$ cat config.mk
export PLATFORM = sky130hd
export DESIGN_NAME = c2d_cell
export DESIGN_NICKNAME = d
export VERILOG_FILES = /design/src/assert_macros.svh /design/src/c2d_pkg.sv /design/src/c2d_cell.sv
export SDC_FILE = /design/constraint.sdc
export NUM_CORES = 2
export LEC_CHECK = 0
export BUFFER_PORTS_ARGS = -buffer_cell sky130_fd_sc_hd__buf_2
export CORE_MARGIN = 2
export CORE_UTILIZATION = 34
export DETAILED_ROUTE_END_ITERATION = 16
export HOLD_SLACK_MARGIN = 0.02
export PLACE_DENSITY_LB_ADDON = 0.3
export SYNTH_ARGS = -nofsm -noshare
export SYNTH_HDL_FRONTEND = slang
export SYNTH_SLANG_ARGS = --single-unit
$ cat constraint.sdc
create_clock -name clk -period 9 [get_ports clk]
set_clock_uncertainty 0.2 [all_clocks]
set_input_delay 1.8 -clock clk [delete_from_list [all_inputs] [get_ports clk]]
set_output_delay 1.8 -clock clk [all_outputs]
set_load 0.03 [all_outputs]
$ cat src/assert_macros.svh
// ---------------------------------------------------------------------------
// Assertion macros shared by the RTL
// Clocked, reset-gated property checks reporting through $error.
// ---------------------------------------------------------------------------
`ifndef ASSERT_MACROS_SVH
`define ASSERT_MACROS_SVH

// Plain clocked property, disabled while reset is asserted
`define ASSERT_CLK(label, prop, msg) \
    label: assert property (@(posedge clk) disable iff (!rst_n) (prop)) else $error(msg);

// Antecedent in one cycle implies consequent in the next
`define ASSERT_NEXT(label, ante, cons, msg) \
    label: assert property (@(posedge clk) disable iff (!rst_n) (ante) |=> (cons)) \
        else $error(msg);

`endif

$ cat src/c2d_pkg.sv
// ---------------------------------------------------------------------------
// c2d_pkg
// Shared types and constants of the integer convolution block.
// ---------------------------------------------------------------------------
package c2d_pkg;

    localparam int DATA_W = 32;
    localparam int CFG_W  = 16;
    localparam int IDX_W  = 2;

    // configuration register indexes
    localparam logic [IDX_W-1:0] CFG_IMAGE_COLS  = 2'd0;
    localparam logic [IDX_W-1:0] CFG_IMAGE_ROWS  = 2'd1;
    localparam logic [IDX_W-1:0] CFG_KERNEL_ROWS = 2'd2;
    localparam logic [IDX_W-1:0] CFG_KERNEL_COLS = 2'd3;

    // item kinds on tuser
    localparam logic FUNC_KERNEL = 1'b0;
    localparam logic FUNC_PIXEL  = 1'b1;

    // control handed from the sequencer to every cell
    typedef struct packed {
        logic clear;     // zero the accumulator
        logic issue;     // memory reads for one column step
        logic rd_valid;  // read data present, form product
        logic acc_en;    // add product into accumulator
        logic reduce;    // pass partial sums down the chain
    } cell_ctrl_t;

endpackage

$ cat src/c2d_cell.sv
// ---------------------------------------------------------------------------
// c2d_cell
// One kernel-row cell: kernel copy, multiplier, accumulator, chain link.
// ---------------------------------------------------------------------------
module c2d_cell #(
    parameter int MAX_KERNEL_ROWS = 8,
    parameter int MAX_KERNEL_COLS = 8,
    parameter int ROW             = 0
) (
    input  logic                                            clk,
    input  c2d_pkg::cell_ctrl_t                             ctrl,
    input  logic                                            kwr_en,
    input  logic [(MAX_KERNEL_ROWS*MAX_KERNEL_COLS > 1 ?
                   $clog2(MAX_KERNEL_ROWS*MAX_KERNEL_COLS) : 1)-1:0] kwr_addr,
    input  logic [c2d_pkg::DATA_W-1:0]                      kwr_data,
    input  logic [$clog2(MAX_KERNEL_ROWS+1)-1:0]            kr,
    input  logic [$clog2(MAX_KERNEL_COLS+1)-1:0]            kc,
    input  logic [$clog2(MAX_KERNEL_COLS+1)-1:0]            step,
    input  logic [(MAX_KERNEL_ROWS > 1 ? $clog2(MAX_KERNEL_ROWS) : 1)-1:0] cur_bank,
    input  logic [MAX_KERNEL_ROWS-1:0][c2d_pkg::DATA_W-1:0] bank_data,
    input  logic [c2d_pkg::DATA_W-1:0]                      sum_in,
    output logic [c2d_pkg::DATA_W-1:0]                      sum_out
);

    localparam int KDEPTH = MAX_KERNEL_ROWS * MAX_KERNEL_COLS;
    localparam int KIDX_W = KDEPTH > 1 ? $clog2(KDEPTH) : 1;
    localparam int BANK_W = MAX_KERNEL_ROWS > 1 ? $clog2(MAX_KERNEL_ROWS) : 1;
    localparam logic HEAD = (ROW == 0);

    logic [c2d_pkg::DATA_W-1:0] kmem [KDEPTH];
    logic [c2d_pkg::DATA_W-1:0] kdata_reg;
    logic [c2d_pkg::DATA_W-1:0] prod_reg;
    logic [c2d_pkg::DATA_W-1:0] prod_next;
    logic [c2d_pkg::DATA_W-1:0] acc_reg;
    logic [c2d_pkg::DATA_W-1:0] acc_next;
    logic [c2d_pkg::DATA_W-1:0] pix;
    logic [KIDX_W-1:0]          krd_addr;
    logic [BANK_W:0]            sel_wide;
    logic [BANK_W-1:0]          sel;
    logic                       active;

    // coefficient of this kernel row, walked from the right-hand end
    assign krd_addr = KIDX_W'(32'(ROW + 1) * 32'(kc) - 32'd1 - 32'(step));

    // line bank holding the image row that meets this kernel row
    always_comb
    begin
        if (int'(cur_bank) >= ROW)
            sel_wide = (BANK_W+1)'(int'(cur_bank) - ROW);
        else
            sel_wide = (BANK_W+1)'(int'(cur_bank) + MAX_KERNEL_ROWS - ROW);
    end
    assign sel    = sel_wide[BANK_W-1:0];
    assign pix    = bank_data[sel];
    assign active = (ROW < int'(kr));

    // kernel copy: broadcast write, registered read
    always_ff @(posedge clk)
    begin
        if (kwr_en)
        begin
            kmem[kwr_addr] <= kwr_data;
        end
        if (ctrl.issue)
        begin
            kdata_reg <= kmem[krd_addr];
        end
    end

    // product, wrapped to 32 bits; rows outside the kernel add nothing
    assign prod_next = active ? (kdata_reg * pix) : '0;

    // accumulate, then shift partial sums towards the head cell
    always_comb
    begin
        acc_next = acc_reg;
        if (ctrl.clear)
            acc_next = '0;
        else if (ctrl.acc_en)
            acc_next = acc_reg + prod_reg;
        else if (ctrl.reduce)
            acc_next = (HEAD ? acc_reg : '0) + sum_in;
    end

    always_ff @(posedge clk)
    begin
        if (ctrl.rd_valid)
        begin
            prod_reg <= prod_next;
        end
        acc_reg <= acc_next;
    end

    assign sum_out = acc_reg;

endmodule

; Word level (Yosys, flattened, before mapping)
; Memories as Yosys holds them, arrays and structs flattened. A register that Yosys moved wholly into a read port is not among the register bits.
; Cells that the tools add are included.
[totals]
word_cells = 17
memories = 1
mem_bits_rw = 2048
output_inout_bits = 32
in_bits = 348
ff_bits = 64
[classes]
n_reduce_logical = 1
mux = 6
mul = 1
order_cmp = 2
addsub = 4
[memory_table]
columns = memory, words, width, rd, rd_ports_with_merged_regs, wr, line
row1 = kmem, 64, 32, 1, 1, 1, c2d_cell.sv:30  ; logic [c2d_pkg::DATA_W-1:0] kmem [KDEPTH];
[op_table]
columns = op, n
row1 = 32-bit binary-select mux with 3-bit select, 1
row2 = 32-bit 2-to-1 mux, 3
row3 = 32-bit adder, 2
row4 = 32-bit by 32-bit multiplier with 32-bit output, 1
row5 = 5-bit by 5-bit subtractor with 6-bit output, 1
row6 = 4-bit by 1-bit subtractor with 5-bit output (second input constant), 1
row7 = 1-bit by 4-bit < comparator with 1-bit output (first input constant), 1
row8 = 3-bit by 4-bit < comparator with 1-bit output (second input constant), 1
row9 = 1-bit 2-to-1 mux, 2
row10 = 2-bit nonzero test, 1

; Depth between registers and ports, before layout
[logic_depth]
ltp_word = 3
depth_mapped = 33
ltp_nobuf = 29

; Worst setup path after synthesis
; OpenSTA, ideal clock, no wires.
[synth_timing]
path_kind = input to register
start = input port cur_bank[2] (netlist bit)
end = register prod_reg[22] (netlist bit), data pin
t_arrival_ns = 9.239
required_ns = 8.534
setup_slack_ns = -0.705
cell_stages = 30
setup_ns = 0.266
n_path_buf = 6
path_cell_list = buf_2 -> buf_4 -> buf_4 -> buf_2 -> mux2i_1 -> a221oi_1 -> clkbuf_1 -> clkbuf_1 -> and2_1 -> fa_1 -> inv_1 -> fa_1 -> fa_1 -> fa_1 -> inv_1 -> ha_1 -> ha_1 -> fa_1 -> fa_1 -> ha_1 -> a21o_1 -> a21o_1 -> a21o_1 -> a21o_1 -> a211oi_1 -> o221ai_1 -> a21oi_1 -> a21oi_1 -> xnor2_1 -> nor2_1
[synth_between]
elab_chain_cells = 3
[synth_lines]
columns = element, line
row1 = "start, declared", c2d_cell.sv:19  ; input logic [(MAX_KERNEL_ROWS > 1 ? $clog2(MAX_KERNEL_ROWS) : 1)-1:0] cur_bank,
row2 = 32-bit binary-select mux with 3-bit select, c2d_cell.sv:54  ; assign pix = bank_data[sel];
row3 = 32-bit 2-to-1 mux (not written as such), c2d_cell.sv:54
row4 = 32-bit by 32-bit multiplier with 32-bit output, c2d_cell.sv:71  ; assign prod_next = active ? (kdata_reg * pix) : '0;
row5 = "end signal, assigned", c2d_cell.sv:89  ; prod_reg <= prod_next;
row6 = "end, declared", c2d_cell.sv:32  ; logic [c2d_pkg::DATA_W-1:0] prod_reg;
; No other way between the ends. The select of a mux whose other input is x is not followed.
; A chain may end at the register's enable or synchronous reset.

; Final worst setup path
[layout_timing]
start = input port cur_bank[1] (netlist bit)
end = register prod_reg[30] (netlist bit), data pin
; The elaborated chain is that of the path after synthesis.

==> flow_summary.yaml <==
setup_path:
  path_delay_family: "adder cells"
  required_ns: 9.34
  crit_top_cell: "fa_1"
  crit_start: "cur_bank[1]"
  r2r_cells: 24
  worstReg2RegEnd: "prod_reg[30]$_SDFFCE_PP0P_"
  crit_arrival_ns: 9.14
  r2r_start: "kdata_reg[12]$_DFFE_PP_"
  path_class: "input port to flop"
  cpMaxStageDelayCell: "fa_1"
  path_max_fanout: 12
  critical_path.startpoint_type: "input port"
  endpoint_kind: "flop"
  slowest_delay_ns: 0.59
  path_buf_inv: 7
  ff2ff_setup_slack_ns: 1.07
synthesis:
  synth_compound_area_share_pct: 1.645
  synthesis.area_mm2: 0.1007
  synth_cell_type_count: 63
  ys_warn_count: 0
  synth_area_leaders: "edfxtp_1, mux4_2, fa_1"
  synth_xor_area_share_pct: 1.003
  synth_flop_cell: "edfxtp_1"
  synth.area.mux_share_pct: 16.38
  syn_inst: 5460
  ys_seq_area_share_pct: 63.60
  syn-num-nets: 6377
  synthSimpleGateAreaFrac_pct: 4.596
  synth_top_family_by_area: "multiplexers"
  yosys_register_bits: 2144
  yosysTopAreaCell: "edfxtp_1"
  synth-edff-count: 2112
  synthArstFlopShare_pct: 0
  synth.top_cell.area_share_pct: 62.97
  synthAdderAreaFrac_pct: 10.12
  avgSynthCellArea_um2: 18.45
cts:
  cts_max_path_buffers: 4
  clk_latency_ns: 0.88
  cts_tree: "built"
  numCtsBuffers: 216
  postCtsHoldBufs: 0
  numClockSinks: 2144
  cts.htree.levels: 4
  root_buffer: "clkbuf_16"
  cts.clk_slew.worst_paths_ns: 0.06
final_layout:
  largest-register: "kmem"
  largest_register_ffs: 2048
  fin_nets: 6974
  area_growth_pct: 15.76
  final_cell_mix: "edfxtp_1, mux4_2, fa_1, inv_1, buf_2"
  stdcell_count: 10150
  fillers: 26650
  fin_util_pct: 39.61
  drive_above_1_share_pct: 29.17
  final_common_cell: "edfxtp_1"
  multi_input_area_mm2: 0.03479
  seq_area_mm2: 0.06406
sta:
  finalSetupViolations: 0
  setup_ws_ns: 0.1971
  min_period_over_period_pct: 97.81
  hold_viol: 0
  drv_slew: 0
  maxSlewHeadroom_pct: 19.04
  tightest_slew_ns: 1.214
  fmax_mhz: 113.6
  post-route-min-period_ns: 8.803
  fin_setup_tns_ns: 0
  rsz0062_at_grt: "yes"
die:
  std_cell_rows: 199
  die_h_um: 548.3
  die-area_mm2: 0.3006
  initial_utilization_pct: 34.22
  io-pin-count: 380
  core_mm2: 0.2943
  die_w_um: 548.3
grt:
  antenna_found_initial: 30
  grt_max_degree: 94
  grt_remaining_overflow: 0
  grt_pass1_wl_um: 392200
  grt_pass1_vias: 55600
  grtUsageTotal_pct: 17.75
detailed_routing:
  vias: 52840
  drt_iter0_drc: 5057
  drcViolationCount: 0
  ant_nets: 0
  drtPass1Iterations: 6
  vias_per_cell: 5.204
  routedWlPerCell_um: 26.42
  wirelength_um: 268300
placed_design:
  dp.cells: 9751
  gp_congestion: 0.8964
  pre_cts_ws_ns: -0.7867
  io_buffers: 379
  place_hpwl_um: 167400
job:
  drv_cap: 0
status:
  outcome: "finished clean"
hold_path:
  hold_depth: 2
  worstHoldPathType: "flop to flop"
  hp-start: "sum_out[21]$_SDFFE_PP0P_"
  min_to: "sum_out[21]$_SDFFE_PP0P_"
[worst max path at each step]
stage,end,slack (ns),cells after the start
floorplan,prod_reg[30]$_SDFFCE_PP0P_,-0.23,30
global placement,prod_reg[30]$_SDFFCE_PP0P_,-0.77,24
detailed placement,prod_reg[30]$_SDFFCE_PP0P_,-0.79,22
CTS,prod_reg[30]$_SDFFCE_PP0P_,0.08,22
global route,prod_reg[30]$_SDFFCE_PP0P_,-0.05,28
finish,prod_reg[30]$_SDFFCE_PP0P_,0.20,27
[what timing repair did]
item                       CTS  global route
gates resized for setup      0            28
setup endpoints to repair    0            11
setup buffers                0             6
[per-stage QoR]
step	hold WS, ns	cell area [um2]
after CTS	0.2798	116400
after global placement	0.2595	109600
after floorplan	0.3933	101000
after global routing	0.3043	116600
final	0.2737	116600
after detailed placement	0.2710	109600
[routing by layer]
metal	vias to the layer above	GRT usage, %	routed length (um)
met5	-	0	46
met4	8	4.535	7087
met3	369	2.534	16040
met2	1778	29.55	131000
met1	28570	24.47	114100
li1	22120	-	-
[Yosys cell counts (6+ instances only)]
| cell type | count |
|---|---|
| nor3_1 | 19 |
| nor2_1 | 135 |
| buf_1 | 56 |
| edfxtp_1 | 2112 |
| o21ai_0 | 26 |
| clkbuf_1 | 209 |
| a31oi_1 | 40 |
| nand2_1 | 329 |
| a21o_1 | 33 |
| inv_1 | 403 |
| fa_1 | 410 |
| o21a_1 | 8 |
| xnor2_1 | 74 |
| xor2_1 | 28 |
| nand2b_1 | 46 |
| dfxtp_1 | 32 |
| a211oi_1 | 40 |
| a21oi_1 | 66 |
| mux4_2 | 699 |
| buf_2 | 9 |
| nor2b_1 | 160 |
| o21bai_1 | 9 |
| nand3_1 | 19 |
| mux2_2 | 47 |
| mux2i_1 | 18 |
| buf_6 | 6 |
| ha_1 | 159 |
| and2_1 | 192 |
[logic make-up (layout without fill, tap and decap cells)]
| kind of cell | after synthesis | in the layout |
|---|---|---|
| buffers and inverters | 689 | 1451 |
| multiplexers | 767 | 767 |
| flip-flops | 2144 | 2144 |
| adder cells (fa/ha/maj) | 569 | 569 |
| AND/OR/NAND/NOR | 931 | 931 |
| AO/OA/AOI/OAI | 252 | 252 |
| other | 0 | 12 |
| XOR/XNOR | 108 | 108 |
[cell type report]
class	count	share of cell area, %
clock buffers	252	4.752
inverters	404	1.304
flip-flops and latches	2144	54.95
well taps	3919	4.206
diodes	12	0.02576
clock inverters	131	1.097
multi-input cells	2627	29.84
repair buffers	664	3.829
[tightest hold or removal path: stages (launching register included)]
cell and delay [ns]:
dfxtp_1 0.33, nand2_1 0.06, a21oi_1 0.05
Power is left out: the tool's default activity adds up to more than one toggle a clock period on the data nets, which glitch-free logic cannot reach.
